<file path="config.mk">
export PLATFORM = sky130hd
export DESIGN_NAME = ubx_frame_receiver
export DESIGN_NICKNAME = d
export VERILOG_FILES = /design/src/rtl/core/ubx_pkg.sv /design/src/rtl/core/ubx_parser.sv /design/src/rtl/core/ubx_out_buf.sv /design/src/rtl/core/ubx_frame_receiver.sv
export SDC_FILE = /design/constraint.sdc
export NUM_CORES = 1
export LEC_CHECK = 0
export BUFFER_PORTS_ARGS = -buffer_cell sky130_fd_sc_hd__buf_2
export CORE_ASPECT_RATIO = 2
export CORE_MARGIN = 2
export CORE_UTILIZATION = 45
export DETAILED_ROUTE_END_ITERATION = 10
export PLACE_DENSITY = 0.71
export SLEW_MARGIN = 30
export SYNTH_ARGS = -nofsm -noshare
export SYNTH_HDL_FRONTEND = slang
export SYNTH_SLANG_ARGS = --single-unit
</file>
<file path="constraint.sdc">
create_clock -name clk -period 8.22 [get_ports clk]
set_input_delay 2.055 -clock clk [delete_from_list [all_inputs] [get_ports clk]]
set_output_delay 2.055 -clock clk [all_outputs]
set_load 0.01 [all_outputs]
</file>
<file path="src/rtl/core/ubx_pkg.sv">
// ----------------------------------------------------------------------------
// UBX frame receiver package
// Shared result type, event codes, register indexes and protocol constants.
// ----------------------------------------------------------------------------
package ubx_pkg;

  localparam int unsigned CFG_IDX_W = 2;
  localparam int unsigned CFG_DATA_W = 8;

  localparam logic [CFG_IDX_W-1:0] CFG_EXPECTED_CLASS = 2'd0;
  localparam logic [CFG_IDX_W-1:0] CFG_EXPECTED_ID    = 2'd1;

  localparam logic [7:0] EXPECTED_CLASS_RST = 8'd6;
  localparam logic [7:0] EXPECTED_ID_RST    = 8'd138;

  localparam logic [7:0] SYNC_A    = 8'hB5;
  localparam logic [7:0] SYNC_B    = 8'h62;
  localparam logic [7:0] CLS_NAV   = 8'h01;
  localparam logic [7:0] ID_POSLLH = 8'h02;
  localparam logic [7:0] CLS_ACK   = 8'h05;
  localparam logic [7:0] ID_ACK    = 8'h01;
  localparam logic [7:0] ID_NAK    = 8'h00;

  localparam logic [15:0] POS_LEN = 16'd28;
  localparam logic [15:0] ACK_LEN = 16'd2;

  localparam logic [1:0] EV_ACK   = 2'd0;
  localparam logic [1:0] EV_NAK   = 2'd1;
  localparam logic [1:0] EV_POS   = 2'd2;
  localparam logic [1:0] EV_OTHER = 2'd3;

  typedef struct packed {
    logic [1:0]         event_res;
    logic signed [31:0] longitude;
    logic signed [31:0] latitude;
    logic signed [31:0] altitude_mm;
  } ubx_result_t;

endpackage

</file>
<file path="src/rtl/core/ubx_parser.sv">
// ----------------------------------------------------------------------------
// UBX frame parser
// Byte-wise frame tracker; captures ACK and POSLLH payload fields and
// decides the frame event on the second checksum byte.
// ----------------------------------------------------------------------------
module ubx_parser (
  input  logic               clk,
  input  logic               rst_n,
  input  logic               byte_vld,
  input  logic [7:0]         rx_byte,
  input  logic [7:0]         expected_class,
  input  logic [7:0]         expected_id,
  output logic               res_vld,
  output ubx_pkg::ubx_result_t res
);

  typedef enum logic [2:0] {
    PH_IDLE,
    PH_SYNC2,
    PH_CLASS,
    PH_ID,
    PH_LENL,
    PH_LENH,
    PH_PAYLOAD,
    PH_CHECK
  } phase_t;

  phase_t      phase_r, phase_nxt;
  logic [7:0]  class_r, class_nxt;
  logic [7:0]  id_r, id_nxt;
  logic [15:0] len_r, len_nxt;
  logic [15:0] cnt_r, cnt_nxt;
  logic [7:0]  ack_cls_r, ack_cls_nxt;
  logic [7:0]  ack_id_r, ack_id_nxt;
  logic [31:0] lon_r, lon_nxt;
  logic [31:0] lat_r, lat_nxt;
  logic [31:0] alt_r, alt_nxt;

  logic [15:0] cnt_inc;
  logic [15:0] len_full;
  logic        is_posllh;
  logic [1:0]  ev;

  assign cnt_inc   = cnt_r + 16'd1;
  assign len_full  = {rx_byte, len_r[7:0]};
  assign is_posllh = (class_r == ubx_pkg::CLS_NAV) && (id_r == ubx_pkg::ID_POSLLH);

  always_comb begin
    if ((class_r == ubx_pkg::CLS_ACK) && (len_r == ubx_pkg::ACK_LEN) &&
        ((id_r == ubx_pkg::ID_ACK) || (id_r == ubx_pkg::ID_NAK)) &&
        (ack_cls_r == expected_class) && (ack_id_r == expected_id)) begin
      ev = (id_r == ubx_pkg::ID_ACK) ? ubx_pkg::EV_ACK : ubx_pkg::EV_NAK;
    end else if (is_posllh && (len_r == ubx_pkg::POS_LEN)) begin
      ev = ubx_pkg::EV_POS;
    end else begin
      ev = ubx_pkg::EV_OTHER;
    end
  end

  always_comb begin
    phase_nxt   = phase_r;
    class_nxt   = class_r;
    id_nxt      = id_r;
    len_nxt     = len_r;
    cnt_nxt     = cnt_r;
    ack_cls_nxt = ack_cls_r;
    ack_id_nxt  = ack_id_r;
    lon_nxt     = lon_r;
    lat_nxt     = lat_r;
    alt_nxt     = alt_r;
    res_vld     = 1'b0;
    res.event_res   = ev;
    res.longitude   = (ev == ubx_pkg::EV_POS) ? lon_r : 32'd0;
    res.latitude    = (ev == ubx_pkg::EV_POS) ? lat_r : 32'd0;
    res.altitude_mm = (ev == ubx_pkg::EV_POS) ? alt_r : 32'd0;
    if (byte_vld) begin
      case (phase_r)
        PH_IDLE: begin
          if (rx_byte == ubx_pkg::SYNC_A) phase_nxt = PH_SYNC2;
        end
        PH_SYNC2: begin
          if (rx_byte == ubx_pkg::SYNC_B) phase_nxt = PH_CLASS;
          else if (rx_byte != ubx_pkg::SYNC_A) phase_nxt = PH_IDLE;
        end
        PH_CLASS: begin
          class_nxt = rx_byte;
          phase_nxt = PH_ID;
        end
        PH_ID: begin
          id_nxt    = rx_byte;
          phase_nxt = PH_LENL;
        end
        PH_LENL: begin
          len_nxt   = {8'd0, rx_byte};
          phase_nxt = PH_LENH;
        end
        PH_LENH: begin
          len_nxt   = len_full;
          cnt_nxt   = 16'd0;
          phase_nxt = (len_full == 16'd0) ? PH_CHECK : PH_PAYLOAD;
        end
        PH_PAYLOAD: begin
          if (class_r == ubx_pkg::CLS_ACK) begin
            if (cnt_r == 16'd0) ack_cls_nxt = rx_byte;
            else if (cnt_r == 16'd1) ack_id_nxt = rx_byte;
          end else if (is_posllh) begin
            if (cnt_r[15:2] == 14'd1) lon_nxt[8*cnt_r[1:0] +: 8] = rx_byte;
            else if (cnt_r[15:2] == 14'd2) lat_nxt[8*cnt_r[1:0] +: 8] = rx_byte;
            else if (cnt_r[15:2] == 14'd4) alt_nxt[8*cnt_r[1:0] +: 8] = rx_byte;
          end
          if (cnt_inc == len_r) begin
            cnt_nxt   = 16'd0;
            phase_nxt = PH_CHECK;
          end else begin
            cnt_nxt = cnt_inc;
          end
        end
        PH_CHECK: begin
          if (cnt_r == 16'd0) begin
            cnt_nxt = 16'd1;
          end else begin
            cnt_nxt   = 16'd0;
            phase_nxt = PH_IDLE;
            res_vld   = 1'b1;
          end
        end
        default: phase_nxt = PH_IDLE;
      endcase
    end
  end

  always_ff @(posedge clk) begin
    if (!rst_n) begin
      phase_r   <= PH_IDLE;
      class_r   <= 8'd0;
      id_r      <= 8'd0;
      len_r     <= 16'd0;
      cnt_r     <= 16'd0;
      ack_cls_r <= 8'd0;
      ack_id_r  <= 8'd0;
      lon_r     <= 32'd0;
      lat_r     <= 32'd0;
      alt_r     <= 32'd0;
    end else begin
      phase_r   <= phase_nxt;
      class_r   <= class_nxt;
      id_r      <= id_nxt;
      len_r     <= len_nxt;
      cnt_r     <= cnt_nxt;
      ack_cls_r <= ack_cls_nxt;
      ack_id_r  <= ack_id_nxt;
      lon_r     <= lon_nxt;
      lat_r     <= lat_nxt;
      alt_r     <= alt_nxt;
    end
  end

endmodule

</file>
<file path="src/rtl/core/ubx_out_buf.sv">
// ----------------------------------------------------------------------------
// UBX result buffer
// Output register with a skid entry; parts the byte side from the result side.
// ----------------------------------------------------------------------------
module ubx_out_buf (
  input  logic                 clk,
  input  logic                 rst_n,
  input  logic                 push,
  input  ubx_pkg::ubx_result_t push_data,
  output logic                 full,
  output logic                 out_valid,
  input  logic                 out_stall,
  output ubx_pkg::ubx_result_t out_data
);

  logic                 main_vld_r, main_vld_nxt;
  logic                 skid_vld_r, skid_vld_nxt;
  ubx_pkg::ubx_result_t main_r, main_nxt;
  ubx_pkg::ubx_result_t skid_r, skid_nxt;
  logic                 pop;

  assign pop       = main_vld_r && !out_stall;
  assign full      = skid_vld_r;
  assign out_valid = main_vld_r;
  assign out_data  = main_r;

  always_comb begin
    main_vld_nxt = main_vld_r;
    skid_vld_nxt = skid_vld_r;
    main_nxt     = main_r;
    skid_nxt     = skid_r;
    if (skid_vld_r) begin
      if (pop) begin
        main_nxt     = skid_r;
        skid_vld_nxt = 1'b0;
      end
    end else if (main_vld_r) begin
      if (push && pop) begin
        main_nxt = push_data;
      end else if (push) begin
        skid_nxt     = push_data;
        skid_vld_nxt = 1'b1;
      end else if (pop) begin
        main_vld_nxt = 1'b0;
      end
    end else if (push) begin
      main_nxt     = push_data;
      main_vld_nxt = 1'b1;
    end
  end

  always_ff @(posedge clk) begin
    if (!rst_n) begin
      main_vld_r <= 1'b0;
      skid_vld_r <= 1'b0;
    end else begin
      main_vld_r <= main_vld_nxt;
      skid_vld_r <= skid_vld_nxt;
    end
    main_r <= main_nxt;
    skid_r <= skid_nxt;
  end

endmodule

</file>
<file path="src/rtl/core/ubx_frame_receiver.sv">
// ----------------------------------------------------------------------------
// UBX frame receiver
// Takes one serial byte a beat, follows UBX frames and reports one event per
// complete frame: matched ACK, matched NAK, NAV-POSLLH position, or other.
// ----------------------------------------------------------------------------
// Accepts one byte beat every clock cycle while in_stall is low. The frame
// event is decided in the cycle the second checksum byte is accepted and is
// registered in the output register, or in the skid entry while it is busy;
// in_stall rises only while both entries hold untaken results. The checksum
// is not verified. Position fields are raw: longitude and latitude in 1e-7
// degrees, altitude in millimetres, and zero for all other events.
module ubx_frame_receiver (
  input  logic                                 clk,
  input  logic                                 rst_n,
  input  logic                                 in_valid,
  output logic                                 in_stall,
  input  logic [7:0]                           in_rx_byte,
  output logic                                 out_valid,
  input  logic                                 out_stall,
  output logic [1:0]                           out_event_res,
  output logic signed [31:0]                   out_longitude,
  output logic signed [31:0]                   out_latitude,
  output logic signed [31:0]                   out_altitude_mm,
  input  logic                                 cfg_we,
  input  logic [ubx_pkg::CFG_IDX_W-1:0]        cfg_index,
  input  logic [ubx_pkg::CFG_DATA_W-1:0]       cfg_data
);

  logic [7:0]           exp_cls_r;
  logic [7:0]           exp_id_r;
  logic                 byte_vld;
  logic                 res_vld;
  logic                 buf_full;
  ubx_pkg::ubx_result_t res;
  ubx_pkg::ubx_result_t out_data;

  assign in_stall    = buf_full;
  assign byte_vld    = in_valid && !in_stall;

  always_ff @(posedge clk) begin
    if (!rst_n) begin
      exp_cls_r <= ubx_pkg::EXPECTED_CLASS_RST;
      exp_id_r  <= ubx_pkg::EXPECTED_ID_RST;
    end else if (cfg_we) begin
      case (cfg_index)
        ubx_pkg::CFG_EXPECTED_CLASS: exp_cls_r <= cfg_data;
        ubx_pkg::CFG_EXPECTED_ID:    exp_id_r  <= cfg_data;
        default: ;
      endcase
    end
  end

  ubx_parser u_parser (
    .clk            (clk),
    .rst_n          (rst_n),
    .byte_vld       (byte_vld),
    .rx_byte        (in_rx_byte),
    .expected_class (exp_cls_r),
    .expected_id    (exp_id_r),
    .res_vld        (res_vld),
    .res            (res)
  );

  ubx_out_buf u_out_buf (
    .clk       (clk),
    .rst_n     (rst_n),
    .push      (res_vld),
    .push_data (res),
    .full      (buf_full),
    .out_valid (out_valid),
    .out_stall (out_stall),
    .out_data  (out_data)
  );

  assign out_event_res   = out_data.event_res;
  assign out_longitude   = out_data.longitude;
  assign out_latitude    = out_data.latitude;
  assign out_altitude_mm = out_data.altitude_mm;

endmodule

</file>
# --- Word-level counts from Yosys, hierarchy flattened ---
# Index checks and enable logic that the tools add are counted.
op_classes:
  addsub: 2
  multipliers: 0
  n_div: 0
  order_cmp: 0
  eq_ne: 31
  shift: 2
  mux: 36
  n_bitwise: 7
  reduce_logical: 35
op_table:
  columns: ["operator", "count"]
  rows:
  - ["98-bit 2-to-1 mux", 5]
  - ["32-bit bitwise mux", 3]
  - ["32-bit 2-to-1 mux", 3]
  - ["16-bit case mux with 3 select lines", 1]
  - ["5-bit negator with 34-bit output", 1]
  - ["8-bit by 34-bit variable shift with 32-bit output, first input constant", 1]
  - ["8-bit by 34-bit variable part select with 32-bit output", 1]
  - ["16-bit logical NOT", 2]
  - ["16-bit case mux with 2 select lines", 1]
  - ["3-bit case mux with 8 select lines", 1]
  - ["16-bit by 1-bit adder with 16-bit output, second input constant", 1]
  - ["16-bit by 1-bit == test with 1-bit output, second input constant", 1]
  - ["16-bit == test", 1]
  - ["16-bit by 2-bit == test with 1-bit output, second input constant", 1]
  - ["16-bit by 5-bit == test with 1-bit output, second input constant", 1]
  - ["8-bit by 1-bit == test with 1-bit output, second input constant", 2]
  - ["8-bit == test", 2]
  - ["16-bit 2-to-1 mux", 1]
  - ["1-bit 2-to-1 mux", 15]
  - ["3-bit 2-to-1 mux", 5]
  - ["5-bit AND reduction", 3]
  - ["14-bit by 1-bit == test with 1-bit output, second input constant", 1]
  - ["14-bit by 2-bit == test with 1-bit output, second input constant", 1]
  - ["14-bit by 3-bit == test with 1-bit output, second input constant", 1]
  - ["29 further kinds", 58]
totals:
  register_bits: 377
  latch_bits: 0
  ram_bits: 0
  rom_bits: 0
  input_bits: 23
  out_inout_bits: 100
  word_cells: 136
  mem_count: 0

# --- Logic depth before layout (Yosys ltp) ---
# Gate-level depths: netlist of run 1.
logic_depth:
  depth_word: 11
  ltp_mapped: 12

# --- By module ---
# From an unflattened synthesis of run 1, not the netlist that was laid out.
unflattened:
  hier_cells: 1433
  area_unflattened_um2: 16188.0
modules_own_cells:
  columns: ["mod", "instances", "cells_each", "area_each_um2"]
  rows:
  - ["ubx_parser", 1, 1050, 8335.5]
  - ["ubx_out_buf", 1, 317, 7196.9]
  - ["ubx_frame_receiver", 1, 66, 655.6]

# --- Worst setup path before layout of run 1 ---
# OpenSTA, ideal clock, no wires.
synth_path:
  kind: "input -> register"
  from: "in in_valid"
  to: "reg u_out_buf.main_r (netlist bit u_out_buf.out_data[0]), enable pin"
  setup_ps: 587
  arrival_time_ps: 7397
  t_required_ps: 7633
  path_slack_ps: 236
  cell_stages: 5
  cell_sequence: "nor2b_1 > nand2_1 > nor2_1 > a21oi_1 > a21oi_1"
synth_via:
  elab_chain_len: 5
  elab_cells_between_ends: 6
synth_rtl:
  columns: ["item", "line_no", "text"]
  rows:
  - ["start: declaration", "ubx_frame_receiver.sv:15", "input logic in_valid,"]
  - ["1-bit logical AND (*)", "ubx_frame_receiver.sv:38", "assign byte_vld = in_valid && !in_stall;"]
  - ["1-bit 2-to-1 mux (*)", "ubx_parser.sv:76", "if (byte_vld) begin"]
  - ["1-bit logical AND", "ubx_out_buf.sv:38", "if (push && pop) begin"]
  - ["3-bit != test (no line)", null, null]
  - ["3-bit AND reduction (no line) (*)", null, null]
  - ["end signal: assignment", "ubx_out_buf.sv:60", "main_r <= main_nxt;"]
  - ["end: declaration", "ubx_out_buf.sv:18", "ubx_pkg::ubx_result_t main_r, main_nxt;"]
# Every way passes the cells marked *; elsewhere a longest branch is shown, timed or not.
# A chain may end at the register's enable or synchronous reset.

# --- Worst setup path after layout of run 1 ---
layout_path:
  from: "in in_valid"
  to: "reg u_out_buf.main_r (netlist bit u_out_buf.out_data[16]), enable pin"
# Same word-level chain as after synthesis.

==> results of run 1 <==
## worst max-delay path, cell delays in order
cell,delay (ps)
buf_2,80
nor2b_1,300
nand2_1,80
nor2_1,300
a21oi_1,120
a21oi_4,550
buf_4,740
## cells in the final DEF (no fill, tap or decap), types with 24 or more instances in the layout
master / count
a21oi_1: 114
and2_1: 98
buf_2: 122
clkbuf_16: 29
dfxtp_1: 180
edfxtp_1: 196
mux2_2: 98
mux2i_1: 50
nand2_1: 159
nand3_1: 26
nand4_1: 35
nor2_1: 126
or2_2: 43
xnor2_1: 24
## metal layers
metal | track usage | part of all wire
met1 | 0.207 | 0.36
met2 | 0.367 | 0.54
met3 | 0.0227 | 0.046
met4 | 0.101 | 0.049
met5 | 0 | 0
## final timing paths
check	startpoint	endpoint	slack [ps]	cells past startpoint
setup / recovery	in_valid	u_out_buf.out_data[16]$_DFFE_PP_	4080	7
setup reg to reg	u_parser.class_r[3]$_SDFFE_PN0P_	u_parser.alt_r[2]$_SDFFE_PN0P_	4510	8
hold / removal	u_parser.lat_r[27]$_SDFFE_PN0P_	u_parser.lat_r[27]$_SDFFE_PN0P_	440	2
hold reg to reg	u_parser.lat_r[27]$_SDFFE_PN0P_	u_parser.lat_r[27]$_SDFFE_PN0P_	440	2
## kinds of logic (layout without fill, tap and decap cells)
logic type,Yosys count,count (layout)
simple gates,569,569
buf+inv,102,194
mux,149,149
xor+xnor,39,39
fa+ha+maj,6,6
flops,377,377
compound gates,166,166
## power by group
| part | leakage [nW] | internal, W | switching (W) | total [W] |
|---|---|---|---|---|
| registers | 3.72 | 0.00196 | 0.00000207 | 0.00196 |
| clock network | 0.458 | 0.000777 | 0.000653 | 0.00143 |
| logic | 2.71 | 0.0000115 | 0.0000400 | 0.0000515 |
## sequential cells by signal, indices dropped and copies added, names as in the netlist, 16 cells and up
| register | flops |
|---|---|
| u_parser.alt_r | 32 |
| u_parser.cnt_r | 16 |
| u_parser.lon_r | 32 |
| u_parser.len_r | 16 |
| u_parser.lat_r | 32 |
| u_out_buf.skid_r | 98 |
| u_out_buf.out_data | 98 |
## stage by stage
stage               std cells  worst slack, ps  hold WS (ps)  cell area [um2]   util
global route             1945             3870           459            17600  0.506
finish                   1945             4080           445            17600  0.506
detailed placement       1890             3170           439            16700  0.478
global placement         1890             3340           433            16700  0.478
floorplan                1408              236           427            15800      -
CTS                      1944             3750           448            17600  0.506
## final cells by class
| cell class | count | area (um2) |
|---|---|---|
| inverter | 10 | 40.0 |
| multi-input combinational | 929 | 5890 |
| timing repair buffer | 130 | 678 |
| sequential | 377 | 9510 |
| tap | 445 | 557 |
| clock inverter | 19 | 201 |
| clock buffer | 35 | 748 |
| fill | 3080 | 17200 |
==> key figures, run 1 <==
Placement
  – Routability Congestion: 0.891
  – Post-DP HPWL: 24800 um
  – Port bufs: 122

Clock network
  – CTS max path bufs: 3
  – Clock Latency Late Sink: 570 ps
  – Worst-path clk slew: 70 ps
  – Clock sink total: 377
  – Setup Fix Bufs, Post-CTS: 0
  – Root buffer cell: clkbuf_16
  – CTS tree: built
  – Inserted Clock Buffers: 29
  – Post_cts resized: 0
  – CTS Hold Bufs: 0
  – H-tree Lvls: 1

Logic synthesis
  – Post-synth ARST share: 0
  – Post-synthesis sequential area ratio: 0.603
  – Most frequent cells after synthesis: edfxtp_1, dfxtp_1, nand2_1, nor2_1, a21oi_1
  – Post-Syn Area: 0.0158 mm2
  – Synth Warn #: 0
  – Area fraction in compound gates after synthesis: 0.0572
  – EDFF count, synth: 196
  – Ys flop type: edfxtp_1
  – Yosys top cell by area: edfxtp_1
  – Cells after Synth: 1408
  – Top-area cell type share of the netlist area: 0.373
  – #FFs+latches synth: 377
  – Top-count cell post-synth: edfxtp_1
  – Main combinational cell family by area after synthesis: simple AND/OR/NAND/NOR gates
  – Mux cell area share after synthesis: 0.103
  – Syn Nets: 1437
  – Post-Synth XOR/XNOR Area: 0.0226
  – Synth Area in Simple Gates: 0.184
  – Yosys cell types: 57
  – Adder-Cell Fraction of Synth Area: 0.00476
  – Synth area leaders: edfxtp_1, dfxtp_1, mux2_2
  – Post-Syn Area per Cell: 11.2 um2

Floorplanning
  – Core area: 0.0348 mm2
  – I/O pin cnt: 123
  – Die area: 0.0366 mm2
  – Starting density of the core: 0.453
  – DIE HEIGHT: 269 um
  – Die Wd: 136 um
  – Core Rows: 97

Power
  – Tot Pwr: 0.00344 W
  – P per Cell Area: 195 mW/mm2
  – VDD IR-drop max: 0.134 mV
  – Pleak: 6.88 nW

Global route
  – Vias in the first global route: 10.4k
  – GRT Util Overall: 0.194
  – Initial antenna violation count: 0
  – First-pass GRT wire length: 55500 um
  – Global route overflow: 0
  – Largest net degree at the start of global routing: 98

STA
  – Final Hold Viols: 0
  – Final setup TNS: 0 ps
  – Worst slew pin tran: 948 ps
  – Final Max Slew Viols: 0
  – Period utilisation layout: 0.504
  – RSZ-0062 raised after global routing: false
  – Clock period minus worst slack: 4140 ps
  – Slew margin rel.: 0.366
  – Max Clock Freq: 0.242 GHz
  – # setup viols final: 0
  – Clock skew: 17.1 ps

Worst setup path
  – WS Path Type: in -> reg
  – Worst endpoint required time: 8410 ps
  – Critical Path End Type: register
  – Crit start category: primary input
  – Worst Path Arrival: 4330 ps
  – Worst-path fanout max: 67

Detailed routing
  – Residual DRC: 0
  – Via Count: 10.6k
  – DR iter-0 viols: 562
  – TritonRoute pass-1 iters: 6
  – WL/cell: 18.5 um
  – Final WL: 35900 um
  – Avg Vias per Cell: 5.43
  – Detail Route Antenna Nets: 0

Final layout
  – Layout Nets: 1506
  – Layout area overhead: 11.8%
  – Ant diodes: 0
  – Share of cells above drive strength 1: 0.221

Run
  – Max Cap Viol: 0

Status
  – Status: finished clean

Min path
  – HP Class: reg -> reg
No activity file was read; power rests on OpenSTA's default activity.
==> run 2, diff against run 1 <==
Clock period 8.22 ns to 3.8 ns, I/O delays scaled along.
==> run 2 against run 1 <==
Against the previous run: sequential power is 120% higher; wire length rose by 2.4%; cell count up 1.2%; largest power group unchanged; count of clock-buffer cells in the layout rose by 6; non-clock buffer count increased by 22; setup slack lost 3400 ps; critical path type is now reg -> reg; register-to-register slack got worse by 3900 ps; largest cell class unchanged; total power increased by 120%; hold slack gained 2.7 ps; sequential share of layout area is 0.83 points lower; critical path depth rose by 4; first-iteration DRC count grew 39%.
==> key figures, run 2 (synthesis gave the netlist of run 1 again) <==
Detailed routing
  – Detail Route Antenna Nets: 0 (unchanged)
  – Avg Vias per Cell: 5.42 (-0.30%)
  – Final WL: 36800 um (+2.4%)
  – DR iter-0 viols: 782 (+39%)
  – Via Count: 10.7k (+0.93%)
  – Residual DRC: 0 (unchanged)
  – WL/cell: 18.7 um (+1.2%)
  – TritonRoute pass-1 iters: 5 (-1)

Worst setup path
  – RR Startpoint: u_parser.cnt_r[0]$_SDFFE_PN0P_
  – Reg2reg setup slack: 640 ps (-3870 ps)
  – Worst setup startpoint: u_parser.cnt_r[0]$_SDFFE_PN0P_
  – WS Path Type: reg -> reg
  – Reg-to-Reg End: u_parser.cnt_r[14]$_SDFFE_PN0P_
  – Worst-path fanout max: 13 (-81%)
  – Worst endpoint required time: 4240 ps (-4170 ps)
  – Critical Path End: u_parser.cnt_r[14]$_SDFFE_PN0P_
  – Worst Path Arrival: 3610 ps (-720 ps)
  – Worst reg2reg path depth: 11 (+3)
  – Critical Path End Type: register
  – Crit start category: register

Placement
  – Post-DP Area: 0.0169 mm2 (+1.3%)
  – Post-DP HPWL: 25900 um (+4.2%)
  – Cell count after placement: 1913 (+1.2%)
  – Routability Congestion: 0.918 (+3.0%)
  – Port bufs: 122 (unchanged)
  – Place WS: 673 ps (-2490 ps)

Global route
  – First-pass GRT wire length: 56800 um (+2.4%)
  – Largest net degree at the start of global routing: 67 (-32%)
  – Initial antenna violation count: 0 (unchanged)
  – Vias in the first global route: 10.5k (+1.4%)
  – Global route overflow: 0 (unchanged)
  – GRT Util Overall: 0.198 (+0.00432)

STA
  – Final setup TNS: 0 ps (unchanged)
  – RSZ-0062 raised after global routing: false
  – Final Max Slew Viols: 0 (unchanged)
  – Setup ws final: 637 ps (-3440 ps)
  – Worst slew pin tran: 910 ps (-37.5 ps)
  – Period utilisation layout: 0.832
  – Clock period minus worst slack: 3160 ps
  – Final Hold Viols: 0 (unchanged)
  – Max Clock Freq: 0.316 GHz
  – # setup viols final: 0 (unchanged)
  – WHS: 447 ps (+2.74 ps)
  – Slew margin rel.: 0.391 (+0.0247)
  – Clock skew: 13.4 ps (-3.67 ps)

Clock network
  – CTS tree: built
  – Inserted Clock Buffers: 30 (+3.4%)
  – CTS max path bufs: 3 (unchanged)
  – Setup Fix Bufs, Post-CTS: 0 (unchanged)
  – Root buffer cell: clkbuf_16
  – Worst-path clk slew: 80 ps (about the same)
  – Clock sink total: 377 (unchanged)
  – H-tree Lvls: 1 (unchanged)
  – Post_cts resized: 0 (unchanged)
  – Clock Latency Late Sink: 570 ps (about the same)
  – CTS Hold Bufs: 0 (unchanged)

Final layout
  – Share of cells above drive strength 1: 0.231 (+0.00964)
  – Layout area overhead: 13.6%
  – Final Non-Filler Cells: 1969 (+1.2%)
  – Layout Nets: 1529 (+1.5%)
  – Most frequent cells in the layout: edfxtp_1, dfxtp_1, nand2_1, nor2_1, buf_2
  – Commonest non-fill, non-tap cell in the layout: edfxtp_1
  – Ant diodes: 0 (unchanged)
  – Final instance area: 0.0179 mm2 (+1.6%)

Power
  – Internal power: 0.00609 W (+120%)
  – Part of the power in registers: 0.555 (-0.015)
  – VDD IR-drop max: 0.287 mV (+120%)
  – Switching power as a share of total power: 0.203 (+0.000841)
  – Combinational share of power: 0.015 (about the same)
  – Clock network fraction of total power: 0.429 (+0.014)
  – P per Cell Area: 427 mW/mm2 (+120%)
  – Pleak: 7.03 nW (+2.2%)
  – P_sw: 0.00155 W (+120%)

Status
  – Status: finished clean

Floorplanning
  – DIE HEIGHT: 269 um (unchanged)
  – Starting density of the core: 0.453 (unchanged)
  – Die area: 0.0366 mm2 (unchanged)
  – Die Wd: 136 um (unchanged)
  – I/O pin cnt: 123 (unchanged)
  – Core area: 0.0348 mm2 (unchanged)
  – Core Rows: 97 (unchanged)

Run
  – Max Cap Viol: 0 (unchanged)

Min path
  – HP Class: reg -> reg
-- run 2: cell types whose count changed in the layout (fill, tap and decap cells not counted), sizes merged --
| cell | change |
|---|---|
| clkbuf | +6 |
| clkinv | -4 |
| buf | +22 |
-- run 2: worst min path at each step --
stage / from / end / depth (start not counted)
floorplan: u_parser.lat_r[10]$_SDFFE_PN0P_ / u_parser.lat_r[10]$_SDFFE_PN0P_ / 2
global placement: u_parser.lat_r[25]$_SDFFE_PN0P_ / u_parser.lat_r[25]$_SDFFE_PN0P_ / 2
detailed placement: u_parser.lat_r[25]$_SDFFE_PN0P_ / u_parser.lat_r[25]$_SDFFE_PN0P_ / 2
CTS: u_parser.lat_r[25]$_SDFFE_PN0P_ / u_parser.lat_r[25]$_SDFFE_PN0P_ / 2
global route: u_parser.lat_r[11]$_SDFFE_PN0P_ / u_parser.lat_r[11]$_SDFFE_PN0P_ / 2
finish: u_parser.lat_r[12]$_SDFFE_PN0P_ / u_parser.lat_r[12]$_SDFFE_PN0P_ / 2
-- run 2: cell type report --
class                           count  area, um2
Fill cell                        2959      16900
Sequential cell                   377       9510
Multi-Input combinational cell    929       5890
Timing Repair Buffer              152        886
Clock buffer                       41        838
Tap cell                          445        557
Clock inverter                     15        184
Inverter                           10       40.0
-- run 2: layer usage --
metal  share of wire  track usage  wire [um]
met1            0.36        0.212      13300
met2            0.55        0.380      20100
met3           0.043       0.0216       1570
met4           0.047       0.0946       1740
met5               0            0          0
-- run 2: stage by stage --
stage                util  total power [W]
floorplan               -          0.00440
finish              0.514          0.00764
detailed placement  0.485          0.00445
global placement    0.485          0.00445
CTS                 0.514          0.00768
global route        0.514          0.00785
-- run 2: critical path: stages, from the launching register on --
cell and delay (ps):
dfxtp_1 470, inv_1 160, ha_1 410, xor2_1 170, nor3_1 210, o311ai_0 160
a2111oi_0 430, and4bb_1 260, a21oi_1 60, buf_4 190, o21ai_1 410, nor2_1 100
-- run 2: power groups by stage --
stage	Combinational, W	Clock [W]	Sequential (W)
finish	0.000115	0.00328	0.00424
global route	0.000122	0.00349	0.00424
CTS	0.000114	0.00333	0.00424
detailed placement	0.000114	0	0.00434
global placement	0.000112	0	0.00434
floorplan	0.0000614	0	0.00434
==> run 3, diff against run 2 <==
Settings changed: ABC_AREA set to 1, PLACE_DENSITY 0.71 to 0.69.
Clock period 3.8 ns to 3 ns, I/O delays scaled along.
==> run 3 against run 2 <==
Against the previous run: clock skew rose by 9.3 ps; non-clock buffer count rose by 10; setup slack got worse by 310 ps; die area rose by 0.89%; maximum frequency rose by 18%; wire length rose by 9.8%; utilization rose by 0.67 points; sequential power rose by 27%; area after synthesis rose by 0.90%; global-route usage rose by 2.2 points; total power rose by 28%; critical path type unchanged; critical endpoint is now u_parser.phase_r[0]$_SDFFE_PN0P_; largest cell class unchanged.
==> key figures, run 3 <==
Worst setup path
  – Worst-path fanout max: 11 (-2)
  – Crit-path leading delay family: simple AND/OR/NAND/NOR gates
  – WS Path Type: reg -> reg
  – Crit start category: register
  – Worst setup startpoint: u_parser.cnt_r[1]$_SDFFE_PN0P_
  – Worst endpoint required time: 3420 ps (-820 ps)
  – Crit-path cells: ha_1 > nand2_1 > nor2_4 > nand3_1 > nand2_1 > nand2_1 > nand2_1 > nand2_1 > nor2_1 > nand2_1 > nor2_1 > nand2_2 > nand2_4 > nand2_1 > nand2_1 > a21oi_1
  – CP Buf/Inv Count: 0 (-2)
  – RR Startpoint: u_parser.cnt_r[1]$_SDFFE_PN0P_
  – Worst Path Arrival: 3090 ps (-520 ps)
  – Worst path slowest cell: dfxtp_1
  – Most common cell on crit path: nand2_1
  – Critical Path End Type: register
  – CP max stage delay: 450 ps (-20 ps)

Logic synthesis
  – Ys flop type: edfxtp_1
  – #FFs+latches synth: 377 (unchanged)
  – EDFF count, synth: 196 (unchanged)
  – Top-count cell post-synth: nor2_1
  – Synth Warn #: 0 (unchanged)
  – Syn Nets: 1836 (+28%)
  – Yosys top cell by area: edfxtp_1
  – Post-synthesis sequential area ratio: 0.598 (-0.00541)
  – Post-Syn Area per Cell: 8.80 um2 (-21%)
  – Post-Syn Area: 0.0159 mm2 (+0.90%)
  – Most frequent cells after synthesis: nor2_1, nand2_1, edfxtp_1, dfxtp_1, inv_1
  – Top-area cell type share of the netlist area: 0.370 (-0.00335)
  – Synth area leaders: edfxtp_1, dfxtp_1, nor2_1
  – Post-synth ARST share: 0 (unchanged)
  – Cells after Synth: 1807 (+28%)
  – Yosys cell types: 46 (-19%)

Floorplanning
  – I/O pin cnt: 123 (unchanged)
  – Core area: 0.0350 mm2 (+0.35%)
  – DIE HEIGHT: 270 um (+0.44%)
  – Die Wd: 137 um (+0.44%)
  – Core Rows: 97 (unchanged)
  – Starting density of the core: 0.455 (+0.00251)
  – Die area: 0.0370 mm2 (+0.89%)

STA
  – Final Hold Viols: 0 (unchanged)
  – Final setup TNS: 0 ps (unchanged)
  – Final Max Slew Viols: 0 (unchanged)
  – Setup ws final: 330 ps (-307 ps)
  – RSZ-0062 raised after global routing: false
  – WHS: 374 ps (-72.9 ps)
  – Clock skew: 22.7 ps (+9.28 ps)
  – Worst slew pin tran: 851 ps (-59.0 ps)
  – Max Clock Freq: 0.375 GHz (+18%)
  – # setup viols final: 0 (unchanged)
  – Period utilisation layout: 0.890 (+0.0577)
  – Clock period minus worst slack: 2670 ps (-493 ps)
  – Slew margin rel.: 0.432 (+0.0414)

Global route
  – Largest net degree at the start of global routing: 124 (+85%)
  – Initial antenna violation count: 0 (unchanged)
  – Vias in the first global route: 12.4k (+18%)
  – GRT Util Overall: 0.220 (+0.0219)
  – First-pass GRT wire length: 64100 um (+13%)
  – Global route overflow: 0 (unchanged)

Clock network
  – H-tree Lvls: 1 (unchanged)
  – Clock sink total: 377 (unchanged)
  – Worst-path clk slew: 70 ps (about the same)
  – CTS max path bufs: 3 (unchanged)
  – CTS Hold Bufs: 0 (unchanged)
  – Inserted Clock Buffers: 31 (+3.3%)
  – Root buffer cell: clkbuf_16
  – CTS tree: built
  – Clock Latency Late Sink: 590 ps (+20 ps)

Min path
  – Hold Crit Start: cfg_data[2]
  – HP Class: in -> reg

Final layout
  – Share of cells above drive strength 1: 0.136 (-0.0949)
  – Commonest non-fill, non-tap cell in the layout: nor2_1
  – Most frequent cells in the layout: nor2_1, nand2_1, edfxtp_1, inv_1, dfxtp_1
  – Ant diodes: 0 (unchanged)
  – Util after Layout: 0.521 (+0.00673)
  – Layout area overhead: 14.4%
  – Layout Nets: 1952 (+28%)

Placement
  – Port bufs: 122 (unchanged)
  – Post-DP HPWL: 29300 um (+13%)
  – Place WS: 261 ps (-412 ps)
  – Routability Congestion: 0.914 (-0.43%)

Run
  – Max Cap Viol: 0 (unchanged)

Status
  – Status: finished clean

Detailed routing
  – Detail Route Antenna Nets: 0 (unchanged)
  – Avg Vias per Cell: 5.20 (-4.0%)
  – WL/cell: 16.9 um (-9.7%)
  – DR iter-0 viols: 898 (+15%)
  – TritonRoute pass-1 iters: 5 (unchanged)
  – Via Count: 12.4k (+17%)
  – Residual DRC: 0 (unchanged)
  – Final WL: 40400 um (+9.8%)

Power
  – P per Cell Area: 536 mW/mm2 (+26%)
  – Pleak: 6.88 nW (-2.2%)
  – VDD IR-drop max: 0.428 mV (+49%)
[run 3: area by class of cell]
| class | count | area (um2) |
|---|---|---|
| fillers | 3297 | 16700 |
| clock buffers | 40 | 892 |
| repair buffers | 162 | 1010 |
| multi-input cells | 1162 | 5350 |
| clock inverters | 18 | 155 |
| flip-flops and latches | 377 | 9510 |
| well taps | 445 | 557 |
| inverters | 189 | 718 |
[run 3: kinds of logic after synthesis]
kind of cell | count (synthesis) | share of synthesized area
buffers and inverters | 268 | 0.0689
AND/OR/NAND/NOR | 828 | 0.217
flip-flops | 377 | 0.598
adder cells (fa/ha/maj) | 6 | 0.00472
AO/OA/AOI/OAI | 315 | 0.103
XOR/XNOR | 13 | 0.00802
[run 3: worst min-delay path: cells and delay by family]
family                 cells  cell delay [ps]
AND/OR/NAND/NOR            2              100
buffers and inverters      1               90
[run 3: repair_timing]
action	CTS	global route
hold endpoints to repair	0	0
buffers inserted	0	0
setup endpoints to repair	0	11
resized for setup	0	1
[run 3: worst paths after layout]
check	slack [ps]	end	cells after the start
worst max-delay path	330	u_parser.phase_r[0]$_SDFFE_PN0P_	16
worst min-delay path	370	exp_cls_r[2]$_SDFFE_PN1P_	3
worst max register to register	330	u_parser.phase_r[0]$_SDFFE_PN0P_	16
worst min register to register	450	u_parser.lon_r[26]$_SDFFE_PN0P_	2
[run 3: per-layer routing]
layer	vias to the layer above	global-route usage	part of all wire
met5	-	0	0
met3	129	0.0210	0.038
li1	6143	-	-
met1	5829	0.231	0.35
met4	0	0.134	0.068
met2	342	0.410	0.54
[run 3: power breakdown]
part           switching, W  total [W]  leakage, nW  internal (W)
sequential        0.0000170    0.00540         3.27       0.00539
combinational      0.000162   0.000229         3.07     0.0000670
clock               0.00188    0.00412        0.538       0.00225
total               0.00206    0.00975         6.88       0.00770
[run 3: metrics by stage]
stage / total power [W] / instance area (um2) / cells
3_3_place_gp: 0.00574 / 17100 / 2334
6_report: 0.00975 / 18200 / 2393
2_1_floorplan: 0.00565 / 16000 / 1807
4_1_cts: 0.00982 / 18200 / 2393
3_5_place_dp: 0.00574 / 17200 / 2335
5_1_grt: 0.0100 / 18200 / 2393
